File: src/sv/psr_pkg.sv
// Shared types and constants of the two-times pixel resampler.
`default_nettype none

package psr_pkg;

    // Fixed field widths
    localparam int PIX_BITS      = 16;
    localparam int COL_BITS      = 5;
    localparam int SUM_BITS      = 17;
    localparam int CFG_IDX_BITS  = 1;
    localparam int CFG_DATA_BITS = 5;

    // Configuration register indexes
    localparam logic [CFG_IDX_BITS-1:0] REG_SCALE_MODE = 1'd0;
    localparam logic [CFG_IDX_BITS-1:0] REG_ROW_WIDTH  = 1'd1;

    // Configuration reset values
    localparam logic                ScaleModeReset = 1'b0;
    localparam logic [COL_BITS-1:0] RowWidthReset  = 5'd16;

    // Scale modes
    localparam logic MODE_HALVE  = 1'b0;
    localparam logic MODE_DOUBLE = 1'b1;

    // Command queue geometry
    localparam int QUEUE_DEPTH = 4;
    localparam int QPTR_BITS   = 2;

    // Command kinds handed from front to back
    localparam logic [1:0] CMD_STORE  = 2'd0;  // even row of halve: fill line store
    localparam logic [1:0] CMD_PAIR   = 2'd1;  // odd row, even column: sum left pair
    localparam logic [1:0] CMD_EMIT   = 2'd2;  // odd row, odd column: emit average
    localparam logic [1:0] CMD_DOUBLE = 2'd3;  // double mode: store, emit twice, replay

    typedef struct packed {
        logic [1:0]          kind;
        logic                clr_sum;
        logic [COL_BITS-1:0] col;
        logic [COL_BITS-1:0] last_idx;
        logic                last_col;
        logic                done;
        logic [PIX_BITS-1:0] pix;
    } psr_cmd_t;

endpackage

`default_nettype wire

File: src/sv/psr_front.sv
// Front end: configuration registers, pixel acceptance and classification into commands.
`default_nettype none

module psr_front #(
    parameter int MAX_WIDTH = 16
) (
    input  wire logic                               aclk,
    input  wire logic                               aresetn,
    input  wire logic                               cfg_valid,
    output logic                                    cfg_ready,
    input  wire logic [psr_pkg::CFG_IDX_BITS-1:0]   cfg_index,
    input  wire logic [psr_pkg::CFG_DATA_BITS-1:0]  cfg_data,
    input  wire logic                               s_tvalid,
    output logic                                    s_tready,
    input  wire logic [psr_pkg::PIX_BITS-1:0]       s_tdata,   // [15:0] pixel_value
    input  wire logic [0:0]                         s_tuser,   // [0] frame_start
    input  wire logic                               queue_full,
    output logic                                    push,
    output psr_pkg::psr_cmd_t                       push_cmd
);
    import psr_pkg::*;

    localparam logic [COL_BITS-1:0] MaxWidthL = COL_BITS'(MAX_WIDTH);

    logic                scale_mode_reg;
    logic [COL_BITS-1:0] row_width_reg;
    logic [COL_BITS-1:0] column_count_reg;
    logic [COL_BITS-1:0] column_count_next;
    logic                row_is_odd_reg;
    logic                row_is_odd_next;

    logic [COL_BITS-1:0] width_eff;
    logic [COL_BITS-1:0] last_idx;
    logic [COL_BITS-1:0] col_raw;
    logic [COL_BITS-1:0] col;
    logic                last_col;
    logic                odd_row;
    logic                emit_done;
    logic                accept;

    assign cfg_ready = 1'b1;
    assign s_tready  = !queue_full;
    assign accept    = s_tvalid && s_tready;
    assign push      = accept;

    // Clamp the row width into 1..MAX_WIDTH
    always_comb begin
        if (row_width_reg == '0) begin
            width_eff = COL_BITS'(1);
        end else if (row_width_reg > MaxWidthL) begin
            width_eff = MaxWidthL;
        end else begin
            width_eff = row_width_reg;
        end
    end
    assign last_idx = width_eff - COL_BITS'(1);

    // Position of this pixel; frame start restarts at column 0 of an even row
    assign col_raw   = s_tuser[0] ? '0 : column_count_reg;
    assign odd_row   = s_tuser[0] ? 1'b0 : row_is_odd_reg;
    assign col       = (col_raw > last_idx) ? last_idx : col_raw;
    assign last_col  = (col == last_idx);
    assign emit_done = ({1'b0, col} + (COL_BITS+1)'(1)) >= {1'b0, last_idx};

    // Build the command for the back end
    always_comb begin
        push_cmd.clr_sum  = s_tuser[0];
        push_cmd.col      = col;
        push_cmd.last_idx = last_idx;
        push_cmd.last_col = last_col;
        push_cmd.pix      = s_tdata;
        if (scale_mode_reg == MODE_DOUBLE) begin
            push_cmd.kind = CMD_DOUBLE;
            push_cmd.done = last_col;
        end else if (!odd_row) begin
            push_cmd.kind = CMD_STORE;
            push_cmd.done = 1'b0;
        end else if (!col[0]) begin
            push_cmd.kind = CMD_PAIR;
            push_cmd.done = 1'b0;
        end else begin
            push_cmd.kind = CMD_EMIT;
            push_cmd.done = emit_done;
        end
    end

    // Advance column and row parity
    always_comb begin
        column_count_next = column_count_reg;
        row_is_odd_next   = row_is_odd_reg;
        if (accept) begin
            if (last_col) begin
                column_count_next = '0;
                row_is_odd_next   = !odd_row;
            end else begin
                column_count_next = col + COL_BITS'(1);
                row_is_odd_next   = odd_row;
            end
        end
    end

    // Hold configuration and position state
    always_ff @(posedge aclk) begin
        if (!aresetn) begin
            scale_mode_reg   <= ScaleModeReset;
            row_width_reg    <= RowWidthReset;
            column_count_reg <= '0;
            row_is_odd_reg   <= 1'b0;
        end else begin
            if (cfg_valid && cfg_ready) begin
                case (cfg_index)
                    REG_SCALE_MODE: scale_mode_reg <= cfg_data[0];
                    REG_ROW_WIDTH:  row_width_reg  <= cfg_data;
                    default: ;
                endcase
            end
            column_count_reg <= column_count_next;
            row_is_odd_reg   <= row_is_odd_next;
        end
    end

endmodule

`default_nettype wire

File: src/sv/psr_queue.sv
// Short command queue between the front and back ends.
`default_nettype none

module psr_queue (
    input  wire logic        aclk,
    input  wire logic        aresetn,
    input  wire logic        push,
    input  wire psr_pkg::psr_cmd_t push_cmd,
    output logic             full,
    input  wire logic        pop,
    output logic             not_empty,
    output psr_pkg::psr_cmd_t head_cmd
);
    import psr_pkg::*;

    psr_cmd_t             entries_reg [QUEUE_DEPTH];
    logic [QPTR_BITS-1:0] wr_ptr_reg;
    logic [QPTR_BITS-1:0] rd_ptr_reg;
    logic [QPTR_BITS:0]   count_reg;
    logic [QPTR_BITS:0]   count_next;

    assign full      = (count_reg == (QPTR_BITS+1)'(QUEUE_DEPTH));
    assign not_empty = (count_reg != '0);
    assign head_cmd  = entries_reg[rd_ptr_reg];

    // Track fill level
    always_comb begin
        count_next = count_reg;
        if (push && !pop) begin
            count_next = count_reg + (QPTR_BITS+1)'(1);
        end else if (pop && !push) begin
            count_next = count_reg - (QPTR_BITS+1)'(1);
        end
    end

    // Advance pointers
    always_ff @(posedge aclk) begin
        if (!aresetn) begin
            wr_ptr_reg <= '0;
            rd_ptr_reg <= '0;
            count_reg  <= '0;
        end else begin
            if (push) begin
                wr_ptr_reg <= wr_ptr_reg + QPTR_BITS'(1);
            end
            if (pop) begin
                rd_ptr_reg <= rd_ptr_reg + QPTR_BITS'(1);
            end
            count_reg <= count_next;
        end
    end

    // Hold command payloads
    always_ff @(posedge aclk) begin
        if (push) begin
            entries_reg[wr_ptr_reg] <= push_cmd;
        end
    end

endmodule

`default_nettype wire

File: src/sv/psr_back.sv
// Back end: line store, pair sum and result sequencer with output register.
`default_nettype none

module psr_back #(
    parameter int MAX_WIDTH = 16
) (
    input  wire logic                           aclk,
    input  wire logic                           aresetn,
    input  wire logic                           cmd_valid,
    input  wire psr_pkg::psr_cmd_t              cmd_in,
    output logic                                pop,
    output logic                                m_tvalid,
    input  wire logic                           m_tready,
    output logic [psr_pkg::PIX_BITS-1:0]        m_tdata,   // [15:0] out_value
    output logic [0:0]                          m_tuser,   // [0] row_done
    output logic                                m_tlast    // last_of_run
);
    import psr_pkg::*;

    localparam int AW = $clog2(MAX_WIDTH);

    localparam logic [2:0] S_IDLE  = 3'd0;
    localparam logic [2:0] S_HREAD = 3'd1;
    localparam logic [2:0] S_DUP0  = 3'd2;
    localparam logic [2:0] S_DUP1  = 3'd3;
    localparam logic [2:0] S_REP0  = 3'd4;
    localparam logic [2:0] S_REP1  = 3'd5;

    logic [PIX_BITS-1:0] line_store [MAX_WIDTH];
    logic [PIX_BITS-1:0] rd_data_reg;

    logic [2:0]          state_reg;
    logic [2:0]          state_next;
    psr_cmd_t            cmd_reg;
    logic [SUM_BITS-1:0] pair_sum_reg;
    logic [SUM_BITS-1:0] pair_sum_next;
    logic [COL_BITS-1:0] rep_idx_reg;
    logic [COL_BITS-1:0] rep_idx_next;

    logic                out_valid_reg;
    logic [PIX_BITS-1:0] out_value_reg;
    logic                out_done_reg;
    logic                out_last_reg;

    logic                out_free;
    logic                out_load;
    logic [PIX_BITS-1:0] load_value;
    logic                load_done;
    logic                load_last;

    logic                wr_en;
    logic                rd_en;
    logic [COL_BITS-1:0] rd_addr;
    logic [SUM_BITS:0]   quad_sum;
    logic                rep_end;

    assign out_free = !out_valid_reg || m_tready;
    assign quad_sum = (SUM_BITS+1)'(pair_sum_reg) + (SUM_BITS+1)'(rd_data_reg)
                    + (SUM_BITS+1)'(cmd_reg.pix);
    assign rep_end  = (rep_idx_reg == cmd_reg.last_idx);

    assign m_tvalid   = out_valid_reg;
    assign m_tdata    = out_value_reg;
    assign m_tuser[0] = out_done_reg;
    assign m_tlast    = out_last_reg;

    // Sequence one command at a time
    always_comb begin
        state_next    = state_reg;
        pair_sum_next = pair_sum_reg;
        rep_idx_next  = rep_idx_reg;
        pop           = 1'b0;
        wr_en         = 1'b0;
        rd_en         = 1'b0;
        rd_addr       = cmd_in.col;
        out_load      = 1'b0;
        load_value    = cmd_reg.pix;
        load_done     = 1'b0;
        load_last     = 1'b0;
        case (state_reg)
            S_IDLE: begin
                if (cmd_valid) begin
                    pop = 1'b1;
                    if (cmd_in.clr_sum) begin
                        pair_sum_next = '0;
                    end
                    case (cmd_in.kind)
                        CMD_STORE: begin
                            wr_en = 1'b1;
                        end
                        CMD_PAIR, CMD_EMIT: begin
                            rd_en      = 1'b1;
                            state_next = S_HREAD;
                        end
                        default: begin
                            wr_en      = 1'b1;
                            state_next = S_DUP0;
                        end
                    endcase
                end
            end
            S_HREAD: begin
                if (cmd_reg.kind == CMD_PAIR) begin
                    pair_sum_next = SUM_BITS'(rd_data_reg) + SUM_BITS'(cmd_reg.pix);
                    state_next    = S_IDLE;
                end else if (out_free) begin
                    out_load   = 1'b1;
                    load_value = quad_sum[SUM_BITS:2];
                    load_done  = cmd_reg.done;
                    load_last  = 1'b1;
                    state_next = S_IDLE;
                end
            end
            S_DUP0: begin
                if (out_free) begin
                    out_load   = 1'b1;
                    state_next = S_DUP1;
                end
            end
            S_DUP1: begin
                if (out_free) begin
                    out_load  = 1'b1;
                    load_done = cmd_reg.last_col;
                    load_last = !cmd_reg.last_col;
                    if (cmd_reg.last_col) begin
                        rd_en        = 1'b1;
                        rd_addr      = '0;
                        rep_idx_next = '0;
                        state_next   = S_REP0;
                    end else begin
                        state_next = S_IDLE;
                    end
                end
            end
            S_REP0: begin
                if (out_free) begin
                    out_load   = 1'b1;
                    load_value = rd_data_reg;
                    state_next = S_REP1;
                end
            end
            S_REP1: begin
                if (out_free) begin
                    out_load   = 1'b1;
                    load_value = rd_data_reg;
                    load_done  = rep_end;
                    load_last  = rep_end;
                    if (rep_end) begin
                        state_next = S_IDLE;
                    end else begin
                        rd_en        = 1'b1;
                        rd_addr      = rep_idx_reg + COL_BITS'(1);
                        rep_idx_next = rep_idx_reg + COL_BITS'(1);
                        state_next   = S_REP0;
                    end
                end
            end
            default: begin
                state_next = S_IDLE;
            end
        endcase
    end

    // Hold control state and the output valid flag
    always_ff @(posedge aclk) begin
        if (!aresetn) begin
            state_reg     <= S_IDLE;
            pair_sum_reg  <= '0;
            out_valid_reg <= 1'b0;
        end else begin
            state_reg    <= state_next;
            pair_sum_reg <= pair_sum_next;
            if (out_load) begin
                out_valid_reg <= 1'b1;
            end else if (m_tready) begin
                out_valid_reg <= 1'b0;
            end
        end
    end

    // Latch command, replay index and result payload
    always_ff @(posedge aclk) begin
        if (pop) begin
            cmd_reg <= cmd_in;
        end
        rep_idx_reg <= rep_idx_next;
        if (out_load) begin
            out_value_reg <= load_value;
            out_done_reg  <= load_done;
            out_last_reg  <= load_last;
        end
    end

    // Line store: one write port, one registered read port
    always_ff @(posedge aclk) begin
        if (wr_en) begin
            line_store[cmd_in.col[AW-1:0]] <= cmd_in.pix;
        end
        if (rd_en) begin
            rd_data_reg <= line_store[rd_addr[AW-1:0]];
        end
    end

endmodule

`default_nettype wire

File: src/sv/pixel_stream_two_x_resampler.sv
// Top level of the two-times pixel resampler: front end, command queue and back end.
//
//  channel  | direction | handshake            | payload
//  ---------+-----------+----------------------+-------------------------------------------
//  cfg      | in        | cfg_valid/cfg_ready  | cfg_index (0 scale_mode, 1 row_width), data
//  s_       | in        | s_tvalid/s_tready    | tdata pixel_value, tuser frame_start
//  m_       | out       | m_tvalid/m_tready    | tdata out_value, tuser row_done, tlast
//
//  Halve mode in the back end: each even-row pixel is a line-store write and each
//  odd-row pixel is one registered line-store read, then the update or the
//  averaged result. Double mode writes each pixel and emits it twice, and on the
//  last pixel of a row replays the stored row with each pixel twice, one result per
//  cycle from the back-end sequencer while m_tready does not stall it. A four-entry
//  command queue lets the input side run ahead while the output stalls. Reset (aresetn
//  low, synchronous) restores scale_mode 0 and row_width 16; the line store is not cleared.
`default_nettype none

module pixel_stream_two_x_resampler #(
    parameter int MAX_WIDTH = 16
) (
    input  wire logic                               aclk,
    input  wire logic                               aresetn,
    input  wire logic                               cfg_valid,
    output logic                                    cfg_ready,
    input  wire logic [psr_pkg::CFG_IDX_BITS-1:0]   cfg_index,
    input  wire logic [psr_pkg::CFG_DATA_BITS-1:0]  cfg_data,
    input  wire logic                               s_tvalid,
    output logic                                    s_tready,
    input  wire logic [psr_pkg::PIX_BITS-1:0]       s_tdata,   // [15:0] pixel_value
    input  wire logic [0:0]                         s_tuser,   // [0] frame_start
    output logic                                    m_tvalid,
    input  wire logic                               m_tready,
    output logic [psr_pkg::PIX_BITS-1:0]            m_tdata,   // [15:0] out_value
    output logic [0:0]                              m_tuser,   // [0] row_done
    output logic                                    m_tlast    // last_of_run
);
    import psr_pkg::*;

    logic     push;
    psr_cmd_t push_cmd;
    logic     queue_full;
    logic     pop;
    logic     not_empty;
    psr_cmd_t head_cmd;

    psr_front #(
        .MAX_WIDTH (MAX_WIDTH)
    ) u_front (
        .aclk       (aclk),
        .aresetn    (aresetn),
        .cfg_valid  (cfg_valid),
        .cfg_ready  (cfg_ready),
        .cfg_index  (cfg_index),
        .cfg_data   (cfg_data),
        .s_tvalid   (s_tvalid),
        .s_tready   (s_tready),
        .s_tdata    (s_tdata),
        .s_tuser    (s_tuser),
        .queue_full (queue_full),
        .push       (push),
        .push_cmd   (push_cmd)
    );

    psr_queue u_queue (
        .aclk      (aclk),
        .aresetn   (aresetn),
        .push      (push),
        .push_cmd  (push_cmd),
        .full      (queue_full),
        .pop       (pop),
        .not_empty (not_empty),
        .head_cmd  (head_cmd)
    );

    psr_back #(
        .MAX_WIDTH (MAX_WIDTH)
    ) u_back (
        .aclk      (aclk),
        .aresetn   (aresetn),
        .cmd_valid (not_empty),
        .cmd_in    (head_cmd),
        .pop       (pop),
        .m_tvalid  (m_tvalid),
        .m_tready  (m_tready),
        .m_tdata   (m_tdata),
        .m_tuser   (m_tuser),
        .m_tlast   (m_tlast)
    );

endmodule

`default_nettype wire
File: config.mk
export PLATFORM = sky130hd
export DESIGN_NAME = pixel_stream_two_x_resampler
export DESIGN_NICKNAME = d
export VERILOG_FILES = /design/src/sv/psr_pkg.sv /design/src/sv/psr_front.sv /design/src/sv/psr_queue.sv /design/src/sv/psr_back.sv /design/src/sv/pixel_stream_two_x_resampler.sv
export SDC_FILE = /design/constraint.sdc
export NUM_CORES = 1
export LEC_CHECK = 0
export BUFFER_PORTS_ARGS = -buffer_cell sky130_fd_sc_hd__buf_2
export CAP_MARGIN = 10
export CORE_MARGIN = 1.5
export CORE_UTILIZATION = 46
export DETAILED_ROUTE_END_ITERATION = 7
export HOLD_SLACK_MARGIN = 0.05
export SKIP_CTS_REPAIR_TIMING = 1
export SYNTH_ARGS = -nofsm -noshare
export SYNTH_HDL_FRONTEND = slang
export SYNTH_SLANG_ARGS = --single-unit
export TNS_END_PERCENT = 50
File: constraint.sdc
create_clock -name aclk -period 4.9 [get_ports aclk]
set_input_delay 0.49 -clock aclk [delete_from_list [all_inputs] [get_ports aclk]]
set_output_delay 0.49 -clock aclk [all_outputs]
set_load 0.05 [all_outputs]
Yosys cells after proc, flatten, opt, wreduce, memory -nomap -nowiden
Memory sizes are Yosys's and may differ from the RTL's. A register that Yosys moved wholly into a read port is not among the register bits.
Cells that the tools add are included.

cells by class
  eq/ne operators = 22
  bitwise gates (word level) = 1
  mux-type cells = 74
  order comparisons = 3
  reduce and logical (&&, ||, !) cells = 26
  $add $sub $neg = 11

operators with widths
  kind                 count
  $mux 17              3
  $mux 16              3
  $mux 5               9
  $pmux 17 s2          1
  $mux 3               11
  $pmux 16 s2          1
  $mux 1               29
  $add 17x16->18       1
  $add 18x16->18       1
  $pmux 3 s6           1
  $add 16x16->17       1
  $mux 4               4
  $ne 2x1->1 const B   7
  $add 5x1->5 const B  2
  $eq 5x5->1           2
  $mux 2               5
  $pmux 5 s2           1
  $eq 3x3->1 const B   3
  $pmux 1 s3           3
  $pmux 4 s2           1
  $reduce_bool 2->1    4
  $reduce_and 7->1     1
  $add 5x1->6 const B  1
  $eq 3x2->1 const B   2
  27 further kinds     40

word-level totals
  memory bits (writable) = 380
  memories = 2
  register bits after elaboration = 88
  input bits = 28

memory list
  name                 depth  bits a word  read ports  clocked after Yosys merged registers in  write ports  RTL line         source
  u_back.line_store    16     16           1           1                                        1            psr_back.sv:29   logic [PIX_BITS-1:0] line_store [MAX_WIDTH];
  u_queue.entries_reg  4      31           1           1                                        1            psr_queue.sv:16  psr_cmd_t entries_reg [QUEUE_DEPTH];

Longest topological paths before layout
Gate-level depths: netlist of the first run.

  depth after elaboration = 11
  mapped depth = 23

Modules after synthesis
Synthesis of the first run repeated with hierarchy kept, for this count alone.

unflattened totals
  cells, all modules = 1365
  area total of the unflattened synthesis = 21733.3 µm²

by module, submodules not included
  module     area an instance (µm²)  cells an instance  instances
  psr_back   15519.9                 1003               1
  psr_queue  4921.0                  204                1
  psr_front  1292.5                  158                1

Worst setup path before layout of the first run
Ideal clock, no wire load.

  path kind = flip-flop to flip-flop
  start point = register u_front.row_width_reg[2]
  end point = memory u_queue.entries_reg[0][16] (netlist name) (data pin)
  clock period less this slack = 4.413 ns
  setup slack = 0.487 ns
  buffers on the path = 0
  arrival = 4.133 ns
  cell stages (with the launch flop) = 21
  cell sequence = dfxtp_1 > nor3_1 > nor2_1 > nor2_1 > inv_1 > ha_1 > xor2_1 > ha_1 > o21ai_0 > a31oi_1 > a21oi_2 > a22oi_2 > mux2_2 > inv_1 > ha_1 > inv_1 > or3_1 > a221o_1 > ha_1 > a211oi_1 > o22ai_1

RTL lines
  what                    RTL line          source
  start, declared         psr_front.sv:26   logic [COL_BITS-1:0] row_width_reg;
  start signal, assigned  psr_front.sv:106  row_width_reg <= RowWidthReset;
  start signal, assigned  psr_front.sv:113  REG_ROW_WIDTH: row_width_reg <= cfg_data;
  end, declared           psr_queue.sv:16

==> PnR_summary.wiki, run 1 <==
{| class="wikitable"
! Metric !! Value
|-
| Worst slew margin relative to its limit || about 39%
|-
| Count of final setup violators || 0
|-
| Depth of the worst register-to-register path || 20
|-
| Crit. End Element || flop
|-
| Unrepaired setup endpoints after global routing || no
|-
| Floorplan core area || ~45,000 µm²
|-
| Commonest cells in the synthesized netlist || sky130_fd_sc_hd__edfxtp_1, sky130_fd_sc_hd__mux2i_1, sky130_fd_sc_hd__nor2_1
|-
| Post-Route Setup TNS || 0 ns
|-
| Count of H-tree levels built during CTS || 2
|-
| Gate count of the mapped netlist || around 1,400
|-
| Max-cap check violation count || 0
|-
| Global-route wire length before repair || just under 70 mm
|-
| GPL Wtd Cong || 0.804
|-
| Final design area excluding fillers || 24,000 µm²
|-
| Number of standard cells in the final layout excluding fillers || 2,097
|-
| Power Density || about 640 nW/µm²
|-
| Origin of the critical flop-to-flop path || u_front.row_width_reg[3]
|-
| Timing endpoint of the critical path || u_queue.entries_reg[1][16]
|-
| Number of buffers created by CTS || 51
|-
| Status || complete, no violations
|-
| Max frequency || ~220 MHz
|-
| Cell Rows || 78
|-
| Type of the worst min-delay path || in -> reg
|-
| Buffer cell driving the clock tree root || sky130_fd_sc_hd__clkbuf_16
|-
| Slew @ Worst Pin || 0.913 ns
|-
| Total congestion overflow || 0
|-
| Crit path time final || ~4.5 ns
|-
| Pin count of the biggest net entering global routing || 65
|-
| Via count of the routed design || 11,555
|-
| CP Max Fanout || 11
|-
| Vias per cell || about 5.5
|-
| Crit path arrival time || about 4.8 ns
|-
| Total leakage power || 8.88 nW
|-
| Ys flop type || sky130_fd_sc_hd__edfxtp_1
|-
| Number of placed instances, taps included || between 2,000 and 2,500
|-
| Number of distinct library cells after synthesis || 70
|-
| Cell types with the largest area share after synthesis || sky130_fd_sc_hd__edfxtp_1, sky130_fd_sc_hd__mux2i_1, sky130_fd_sc_hd__dfxtp_1, sky130_fd_sc_hd__mux4_2, sky130_fd_sc_hd__ha_1
|-
| Area growth from synthesis to layout || 13.2%
|-
| Yosys reg bits || 482
|-
| Post-synth EDFFs || between 400 and 500
|-
| Number of global-route vias before repair || around 12,000
|-
| Worst path setup slack after routing || 0.424 ns
|-
| R2r endpoint || u_queue.entries_reg[1][16]
|-
| CTS tree || built
|-
| Fraction of registers with async set/reset || 0%
|-
| Worst reg-to-reg setup slack || 0.42 ns
|-
| Period utilisation layout || roughly 91%
|-
| Average routed wire per standard cell || 21.6 µm
|-
| Antenna cells || 0
|-
| Proportion of synthesized chip area in sequential cells || roughly 66%
|-
| Average footprint of a synthesized cell || 15.6 µm²
|-
| Number of hold-slack violations in the final timing report || 0
|-
| I/O pins || 49
|-
| Detailed placer's ending HPWL || 28.7 mm
|-
| WP data required || approximately 5.2 ns
|-
| Share of final-layout standard cells stronger than drive strength 1 || around 16%
|-
| Insertion delay of the later-clocked pin in the worst-skew pair || approximately 0.6 ns
|-
| Area enclosed by the die boundary || approximately 47,000 µm²
|-
| Clock buffer depth || 3
|-
| Fraction of post-synthesis cell area in the top cell type by area || between 60% and 70%
|-
| Global routing usage summed across all routing layers || 19.5%
|-
| Count of nets after finishing || around 1,600
|-
| Crit Path Category || reg -> reg
|-
| Remaining number of nets flagged by the antenna check after routing || 0
|-
| Cell with the biggest individual delay on the critical path || sky130_fd_sc_hd__dfxtp_1
|-
| Crit-path cells || nor3_1, nor2_1, nor2_2, inv_2, ha_2, nor4b_4, o21ba_2, o21ai_1, a21o_1, a22oi_2, buf_4, nand2_1, o21ai_0, ha_1, inv_1, or3_1, a221o_1, ha_1, a211oi_1, o22ai_1
|-
| CP Buf/Inv Count || 3
|-
| Count of synthesis-stage warnings from yosys || 0
|-
| Initial cell density of the core || 46.7%
|-
| Die span in x || ~220 µm
|-
| Cell area after synthesis || about 21,000 µm²
|-
| Antenna violations before repair || 2
|-
| DRC || 0
|-
| # clock sinks || 482
|-
| Most frequent cell after synthesis || sky130_fd_sc_hd__edfxtp_1
|-
| IR Drop Worst-Case VDD || about 380 µV
|-
| Largest area contributor in the netlist || sky130_fd_sc_hd__edfxtp_1
|-
| First-pass iteration count of the detailed router || 5
|-
| Wire length reported by the detailed router || 45.4 mm
|-
| Setup slack after placement || ~0.19 ns
|-
| Final slew viol count || 0
|-
| Total chip power || approximately 15 mW
|-
| Kind of cell adding the most delay to the critical path || compound AO/OA/AOI/OAI gates
|-
| Number of flip-flops under the largest register name || 256
|-
| Most Frequent Cell on Critical Path || sky130_fd_sc_hd__ha_1
|-
| Worst setup path start || u_front.row_width_reg[3]
|-
| Number of cells on the critical path || 20
|-
| Detailed Route Iter0 Violations || around 910
|-
| Placed cell areas || 22,400 µm²
|-
| Die height || about 220 µm
|-
| Final setup skew || 0.0243 ns
|-
| Number of nets produced by synthesis || around 1,500
|-
| Largest stage delay on the critical path || ~0.44 ns
|-
| PortBufs || 47
|-
| Clock input transition at the sequential cells of the worst setup and hold paths || 0.06 ns
|-
| Startpoint types || flop
|}
worst min-delay path by stage:
stage | startpoint | end | slack [ns] | cells past startpoint
finish | s_tdata[14] | u_queue.entries_reg[2][14] | 0.1 | 1
global route | s_tdata[1] | u_queue.entries_reg[1][1] | 0.07 | 1
CTS | s_tdata[0] | u_queue.entries_reg[0][0] | 0.06 | 1
detailed placement | u_back.pair_sum_reg[0] | u_back.pair_sum_reg[0] | 0.45 | 2
global placement | u_back.pair_sum_reg[0] | u_back.pair_sum_reg[0] | 0.45 | 2
floorplan | u_front.column_count_reg[1] | u_front.column_count_reg[1] | 0.43 | 2
through the flow:
stage               utilization, %  hold slack, ns
finish                        52.9          0.0985
global route                  52.9          0.0694
CTS                           52.8          0.0630
detailed placement            49.2           0.452
global placement              49.2           0.448
floorplan                        -           0.432
power by group:
group,internal (mW),leakage [nW],switching (mW)
combinational,2.24,3.75,3.63
clock,2.19,0.797,1.60
sequential,5.49,4.33,0.334
cells by family after synthesis:
kind of cell,after synthesis,synth area share [%]
buffers and inverters,81,1.85
flip-flops,482,66.1
AO/OA/AOI/OAI,172,5.34
adder cells (fa/ha/maj),68,4.63
other,1,0.0176
multiplexers,277,14.8
XOR/XNOR,39,1.61
AND/OR/NAND/NOR,243,5.58
cell type report:
class | instances | area (µm²)
Fill cell | 3788 | 21400
Clock buffer | 62 | 1320
Sequential cell | 482 | 14100
Tap cell | 600 | 751
Clock inverter | 33 | 335
Timing Repair Buffer | 91 | 603
Inverter | 29 | 109
Multi-Input combinational cell | 800 | 6870
routing by layer:
layer	up-vias	track usage [%]	share of wire [%]
met2	212	32.1	48
li1	5464	-	-
met3	60	3.56	4.3
met4	2	5.06	2.1
met5	-	0	0.026
met1	5817	26.9	45
layout by cell type (no fill, tap or decap), types with 5 or more instances in the layout:
master	Yosys	layout
sky130_fd_sc_hd__a21o_1	7	7
sky130_fd_sc_hd__a21oi_1	51	51
sky130_fd_sc_hd__a22oi_1	22	20
sky130_fd_sc_hd__a31oi_1	5	5
sky130_fd_sc_hd__and3_1	10	10
sky130_fd_sc_hd__buf_2	15	47
sky130_fd_sc_hd__buf_4	15	41
sky130_fd_sc_hd__bufinv_16	0	5
sky130_fd_sc_hd__clkbuf_1	18	11
sky130_fd_sc_hd__clkbuf_16	0	51
sky130_fd_sc_hd__clkinv_1	2	13
sky130_fd_sc_hd__clkinv_2	0	8
sky130_fd_sc_hd__dfxtp_1	42	40
sky130_fd_sc_hd__edfxtp_1	440	440
sky130_fd_sc_hd__fa_1	18	18
sky130_fd_sc_hd__ha_1	49	48
sky130_fd_sc_hd__inv_1	27	26
sky130_fd_sc_hd__mux2i_1	245	245
sky130_fd_sc_hd__mux4_2	30	30
sky130_fd_sc_hd__nand2_1	49	49
sky130_fd_sc_hd__nand2b_1	17	17
sky130_fd_sc_hd__nand3_1	23	23
sky130_fd_sc_hd__nor2_1	79	60
sky130_fd_sc_hd__nor2_2	1	19
sky130_fd_sc_hd__nor2b_1	11	11
sky130_fd_sc_hd__nor3_1	21	21
sky130_fd_sc_hd__nor4_1	5	5
sky130_fd_sc_hd__o21a_1	5	5
sky130_fd_sc_hd__o21ai_0	34	34
sky130_fd_sc_hd__or3_1	6	6
sky130_fd_sc_hd__xnor2_1	21	21
sky130_fd_sc_hd__xor2_1	18	18
(Power assumes the default switching activity.)
==> run 2: changes to the inputs <==
Clock period 4.9 ns to 5.6 ns, I/O delays scaled along.
==> PnR_summary.wiki, run 2 (synthesis results as in run 1) <==
{| class="wikitable"
! Metric !! Value
|-
| Detailed placer's ending HPWL || 28.4 mm (-1.2%)
|-
| Slew @ Worst Pin || 0.980 ns (+0.0666 ns)
|-
| Crit path time final || 5.02 ns (+0.548 ns)
|-
| Period utilisation layout || 89.7% (-1.6 points)
|-
| Final slew viol count || 0 (unchanged)
|-
| Cell with the biggest individual delay on the critical path || sky130_fd_sc_hd__mux2_2
|-
| Die span in x || 218 µm (unchanged)
|-
| Vias per cell || 5.49 (-0.34%)
|-
| Type of the worst min-delay path || in -> reg
|-
| Final setup skew || 0.0213 ns (-0.00301 ns)
|-
| Cell Rows || 78 (unchanged)
|-
| Clock buffer depth || 3 (unchanged)
|-
| Final design area excluding fillers || 23,900 µm² (-0.43%)
|-
| Clock input transition at the sequential cells of the worst setup and hold paths || 0.06 ns (about the same)
|-
| Number of hold-slack violations in the final timing report || 0 (unchanged)
|-
| Number of buffers created by CTS || 51 (unchanged)
|-
| Worst slew margin relative to its limit || 34.5% (-4.5 points)
|-
| Max-cap check violation count || 0 (unchanged)
|-
| Number of global-route vias before repair || 11,594 (+0.28%)
|-
| Count of nets after finishing || 1,545 (-0.32%)
|-
| Depth of the worst register-to-register path || 20 (unchanged)
|-
| R2r endpoint || u_queue.entries_reg[2][16]
|-
| Average routed wire per standard cell || 21.8 µm (+0.57%)
|-
| Origin of the critical flop-to-flop path || u_front.row_width_reg[2]
|-
| Global routing usage summed across all routing layers || 19.7% (+0.12 points)
|-
| Remaining number of nets flagged by the antenna check after routing || 0 (unchanged)
|-
| Power Density || 560 nW/µm² (-13%)
|-
| Number of filler instances in the final layout || 3,796 (+0.21%)
|-
| Total congestion overflow || 0 (unchanged)
|-
| Number of standard cells in the final layout excluding fillers || 2,094 (-0.14%)
|-
| IR Drop Worst-Case VDD || 368 µV (-2.8%)
|-
| Most common cell after layout, fill and taps aside || sky130_fd_sc_hd__edfxtp_1
|-
| Insertion delay of the later-clocked pin in the worst-skew pair || 0.60 ns (about the same)
|-
| Most Frequent Cell on Critical Path || sky130_fd_sc_hd__inv_1
|-
| Max frequency || 199 MHz (-11%)
|-
| Final Core Density || 52.6% (-0.23 points)
|-
| Startpoint types || flop
|-
| Count of final setup violators || 0 (unchanged)
|-
| Number of flip-flops under the largest register name || 256 (unchanged)
|-
| DRC || 0 (unchanged)
|-
| Area enclosed by the die boundary || 47,500 µm² (unchanged)
|-
| I/O pins || 49 (unchanged)
|-
| GPL Wtd Cong || 0.814 (+1.2%)
|-
| Count of H-tree levels built during CTS || 2 (unchanged)
|-
| Number of placed instances, taps included || 1,995 (-0.35%)
|-
| Initial cell density of the core || 46.7% (unchanged)
|-
| Placed cell areas || 22,300 µm² (-0.18%)
|-
| Highest-count cells in the layout ignoring fill and taps || sky130_fd_sc_hd__edfxtp_1, sky130_fd_sc_hd__mux2i_1, sky130_fd_sc_hd__nor2_1, sky130_fd_sc_hd__a21oi_1, sky130_fd_sc_hd__clkbuf_16
|-
| Area growth from synthesis to layout || 12.7%
|-
| Via count of the routed design || 11,499 (-0.48%)
|-
| Total leakage power || 8.82 nW (-0.61%)
|-
| Crit Path Category || reg -> reg
|-
| Crit. End Element || flop
|-
| CP Max Fanout || 8 (-3)
|-
| CTS tree || built
|-
| Capture endpoint of the worst hold path || u_queue.entries_reg[3][12]
|-
| Antenna violations before repair || 1 (-1)
|-
| Die height || 218 µm (unchanged)
|-
| Worst reg-to-reg setup slack || 0.58 ns (+0.15 ns)
|-
| Pin count of the biggest net entering global routing || 79 (+22%)
|-
| Crit-path cells || nor3_1, nor2_1, nor2_1, inv_1, ha_1, nor4b_2, nor2_1, inv_1, a31oi_1, a21oi_2, a22oi_2, mux2_2, inv_1, ha_1, inv_1, or3_1, a221o_1, ha_1, a211oi_1, o22ai_1
|-
| Crit path arrival time || 5.33 ns (+0.54 ns)
|-
| Share of final-layout standard cells stronger than drive strength 1 || 14.9% (-0.76 points)
|-
| Status || complete, no violations
|-
| Wire length reported by the detailed router || 45.6 mm (+0.43%)
|-
| Global-route wire length before repair || 69.6 mm (+0.19%)
|-
| # clock sinks || 482 (unchanged)
|-
| Startpoint of the worst hold path || s_tdata[12]
|-
| Detailed Route Iter0 Violations || 776 (-14%)
|-
| Largest stage delay on the critical path || 0.40 ns (-0.04 ns)
|-
| WP data required || 5.91 ns (+0.69 ns)
|-
| PortBufs || 47 (unchanged)
|-
| Cell count of the worst hold path || 1 (unchanged)
|-
| Total chip power || 13.4 mW (-13%)
|-
| Unrepaired setup endpoints after global routing || no
|-
| Floorplan core area || 45,500 µm² (unchanged)
|-
| First-pass iteration count of the detailed router || 5 (unchanged)
|-
| Buffer cell driving the clock tree root || sky130_fd_sc_hd__clkbuf_16
|-
| Post-Route Setup TNS || 0 ns (unchanged)
|}
-- run 2: cell count changes in the layout (fill, tap and decap cells not counted), sizes merged --
cell	change
buf	-5
clkinv	+5
bufinv	-3
inv	-2
clkbuf	+1
diode	+1
-- run 2: final cells by class --
class,instances,area (µm²),area share [%]
repair buffers,86,578,2.41
clock buffers,63,1340,5.60
inverters,29,109,0.455
multi-input cells,800,6860,28.6
clock inverters,33,248,1.03
diodes,1,2.50,0.0105
flip-flops and latches,482,14100,58.7
well taps,600,751,3.14
-- run 2: worst max-delay path by stage --
stage                        startpoint                         end  slack (ns)  cells past startpoint
6_report       u_front.row_width_reg[2]  u_queue.entries_reg[2][16]        0.58                     20
5_1_grt        u_front.row_width_reg[2]  u_queue.entries_reg[2][16]         0.1                     20
4_1_cts        u_front.row_width_reg[2]  u_queue.entries_reg[2][16]        0.21                     19
3_5_place_dp   u_front.row_width_reg[2]  u_queue.entries_reg[2][16]        0.24                     19
3_3_place_gp   u_front.row_width_reg[2]  u_queue.entries_reg[0][16]        0.35                     19
2_1_floorplan  u_front.row_width_reg[2]  u_queue.entries_reg[0][16]        1.19                     20
-- run 2: metal layers --
layer	part of all wire, %	routed length (µm)	GRT usage, %
met5	0.022	10	0
met4	2.0	902	5.47
met3	3.8	1730	3.33
met2	49	22400	32.6
met1	45	20500	26.8
-- run 2: critical path, delay by kind of cell (launching register included) --
family,cells,cell delay [ns]
AND/OR/NAND/NOR,6,1.31
multiplexers,1,0.40
flip-flops,1,0.36
buffers and inverters,4,0.63
adder cells (fa/ha/maj),3,0.76
AO/OA/AOI/OAI,6,1.27
-- run 2: through the flow --
step                hold slack (ns)  setup WS, ns
global placement              0.445         0.352
global route                  0.156        0.0953
detailed placement            0.456         0.237
finish                        0.183         0.576
floorplan                     0.432          1.19
CTS                           0.151         0.210
-- run 2: report_power, final --
group	total, mW	switching [mW]	leakage, nW	internal [mW]
Sequential	5.11	0.314	4.33	4.80
Clock	3.17	1.37	0.769	1.80
Combinational	5.11	3.15	3.73	1.96
==> run 3: changes to the inputs <==
Settings changed: BUFFER_PORTS_ARGS -buffer_cell sky130_fd_sc_hd__buf_2 to default, CTS_CLUSTER_SIZE from default to 20, DONT_BUFFER_PORTS from default to 1, SYNTH_HIERARCHICAL from default to 1.
==> PnR_summary.wiki, run 3 <==
{| class="wikitable"
! Metric !! Value
|-
| Met1 routed wirelength after detailed routing || 20.6 mm (+0.48%)
|-
| Number of global-route vias before repair || 11,603 (+0.078%)
|-
| Met3 layer wire length in the routed design || 1.59 mm (-8.0%)
|-
| Capture endpoint of the worst hold path || u_front/row_width_reg[4]
|-
| Top sig layer || met4
|-
| Initial cell density of the core || 46.5% (-0.25 points)
|-
| Total leakage power || 8.77 nW (-0.64%)
|-
| Unrepaired setup endpoints after global routing || no
|-
| Placed cell areas || 22,200 µm² (-0.72%)
|-
| Most Frequent Cell on Critical Path || sky130_fd_sc_hd__ha_1
|-
| Count of final setup violators || 0 (unchanged)
|-
| Crit Path Category || reg -> reg
|-
| PortBufs || 0 (-100%)
|-
| Count of nets after finishing || 1,492 (-3.4%)
|-
| Global-route wire length before repair || 68.6 mm (-1.5%)
|-
| Detailed placer's ending HPWL || 27.8 mm (-1.9%)
|-
| Worst reg-to-reg setup slack || 0.42 ns (-0.15 ns)
|-
| Crit path time final || 5.18 ns (+0.154 ns)
|-
| Buffer cell driving the clock tree root || sky130_fd_sc_hd__clkbuf_16
|-
| Count of synthesis-stage warnings from yosys || 6 (+6)
|-
| Max-cap check violation count || 0 (unchanged)
|-
| Startpoint types || flop
|-
| Cell area after synthesis || 21,600 µm² (+1.6%)
|-
| # clock sinks || 482 (unchanged)
|-
| Final design area excluding fillers || 23,800 µm² (-0.78%)
|-
| Remaining number of nets flagged by the antenna check after routing || 0 (unchanged)
|-
| Share of final-layout standard cells stronger than drive strength 1 || 11.0% (-3.9 points)
|-
| GPL Wtd Cong || 0.855 (+5.0%)
|-
| DRC || 0 (unchanged)
|-
| Status || complete, no violations
|-
| Number of nets produced by synthesis || 1,455 (-0.21%)
|-
| Antenna violations before repair || 2 (+1)
|-
| Clock input transition at the sequential cells of the worst setup and hold paths || 0.06 ns (about the same)
|-
| Highest-count cells in the layout ignoring fill and taps || sky130_fd_sc_hd__edfxtp_1, sky130_fd_sc_hd__mux2i_1, sky130_fd_sc_hd__clkbuf_16, sky130_fd_sc_hd__nand2_1, sky130_fd_sc_hd__ha_1
|-
| Total congestion overflow || 0 (unchanged)
|-
| Die height || 220 µm (+0.79%)
|-
| Period utilisation layout || 92.5% (+2.7 points)
|-
| Gate count of the mapped netlist || 1,360 (-0.22%)
|-
| Detailed Route Iter0 Violations || 808 (+4.1%)
|-
| Die span in x || 220 µm (+0.79%)
|-
| Clock buffer depth || 3 (unchanged)
|-
| Pin count of the biggest net entering global routing || 65 (-18%)
|-
| Max frequency || 193 MHz (-3.0%)
|-
| Cell count of the worst hold path || 1 (unchanged)
|-
| Via count of the routed design || 11,236 (-2.3%)
|-
| Number of buffers created by CTS || 51 (unchanged)
|-
| Crit path arrival time || 5.48 ns (+0.15 ns)
|-
| CP Max Fanout || 9 (+1)
|-
| I/O pins || 49 (unchanged)
|-
| IR Drop Worst-Case VDD || 398 µV (+8.3%)
|-
| Average footprint of a synthesized cell || 15.9 µm² (+1.8%)
|-
| Insertion delay of the later-clocked pin in the worst-skew pair || 0.58 ns (-0.02 ns)
|-
| Slew @ Worst Pin || 0.926 ns (-0.0538 ns)
|-
| Post-Route Setup TNS || 0 ns (unchanged)
|-
| Average routed wire per standard cell || 21.7 µm (-0.12%)
|-
| Worst path setup slack after routing || 0.422 ns (-0.154 ns)
|-
| First-pass iteration count of the detailed router || 5 (unchanged)
|-
| Total chip power || 13.6 mW (+1.7%)
|-
| Final setup skew || 0.0254 ns (+0.00407 ns)
|-
| Largest stage delay on the critical path || 0.47 ns (+0.07 ns)
|-
| Origin of the critical flop-to-flop path || u_front/row_width_reg[2]
|-
| Number of flip-flops under the largest register name || 256 (unchanged)
|-
| WP data required || 5.90 ns (about the same)
|-
| Global routing usage summed across all routing layers || 19.0% (-0.68 points)
|-
| Type of the worst min-delay path || in -> reg
|-
| Setup slack after placement || 0.215 ns (-0.0218 ns)
|-
| R2r endpoint || u_queue/entries_reg[1][16]
|-
| Met2 wire length || 21.1 mm (-6.0%)
|-
| Cell with the biggest individual delay on the critical path || sky130_fd_sc_hd__or4b_1
|-
| Vias per cell || 5.52 (+0.55%)
|-
| Cell Rows || 79 (+1.3%)
|-
| Number of hold-slack violations in the final timing report || 0 (unchanged)
|-
| CTS tree || built
|-
| Area enclosed by the die boundary || 48,200 µm² (+1.6%)
|-
| Depth of the worst register-to-register path || 22 (+10%)
|-
| Worst slew margin relative to its limit || 38.3% (+3.7 points)
|-
| Crit. End Element || flop
|-
| Crit-path cells || nor3_1, nor2_1, nor2_1, inv_2, ha_2, or4b_1, o21ai_2, inv_1, ha_1, nand4b_1, a21oi_1, o211ai_1, a22oi_4, mux2i_1, ha_1, ha_1, a21boi_0, o21ai_0, nand2b_1, a21o_1, a211oi_1, a221oi_2
|-
| Startpoint of the worst hold path || aresetn
|-
| Power Density || 573 nW/µm² (+2.5%)
|-
| Floorplan core area || 46,500 µm² (+2.2%)
|-
| Most common cell after layout, fill and taps aside || sky130_fd_sc_hd__edfxtp_1
|-
| Antenna cells || 0 (-1)
|-
| Count of H-tree levels built during CTS || 2 (unchanged)
|-
| Area growth from synthesis to layout || 10.0%
|-
| Final slew viol count || 0 (unchanged)
|-
| Wire length reported by the detailed router || 44.2 mm (-2.9%)
|}
-- run 3: worst max-delay path by stage --
stage                        startpoint                    endpoint  slack [ns]
2_1_floorplan  u_front/row_width_reg[4]  u_queue/entries_reg[0][16]        0.60
3_3_place_gp   u_front/row_width_reg[2]  u_queue/entries_reg[0][16]        0.41
3_5_place_dp   u_front/row_width_reg[2]  u_queue/entries_reg[1][16]        0.22
4_1_cts        u_front/row_width_reg[2]  u_queue/entries_reg[1][16]        0.22
5_1_grt        u_front/row_width_reg[2]  u_queue/entries_reg[1][16]        0.03
6_report       u_front/row_width_reg[2]  u_queue/entries_reg[1][16]        0.42
-- run 3: through the flow --
stage	instances	hold slack, ns	util [%]
CTS	2023	0.0458	50.9
detailed placement	1939	0.459	47.7
global route	2035	0.0458	51.1
floorplan	1360	0.441	-
global placement	1939	0.452	47.7
finish	2035	0.0787	51.1
-- run 3: area by class of cell --
type	instances	area [µm²]
Fill cell	3846	22700
Sequential cell	482	14100
Multi-Input combinational cell	779	6940
Clock buffer	66	1330
Tap cell	607	759
Timing Repair Buffer	50	428
Inverter	33	124
Clock inverter	18	120
-- run 3: routing by layer --
layer,global-route usage (%),vias to the layer above
li1,-,5295
met4,5.31,0
met1,26.0,5660
met3,3.27,74
met2,31.2,207
met5,0,-
-- run 3: worst max-delay path: cells and delay by family, from the launching register on --
family          cells  cell delay, ns
fa+ha+maj           4            1.25
simple gates        6            1.01
compound gates      9            1.70
buf+inv             2            0.28
mux                 1            0.27
flops               1            0.37
-- run 3: power by group --
part | switching [mW] | internal [mW]
clock | 1.31 | 1.71
sequential | 0.594 | 4.91
combinational | 3.09 | 2.00
total | 5.00 | 8.62
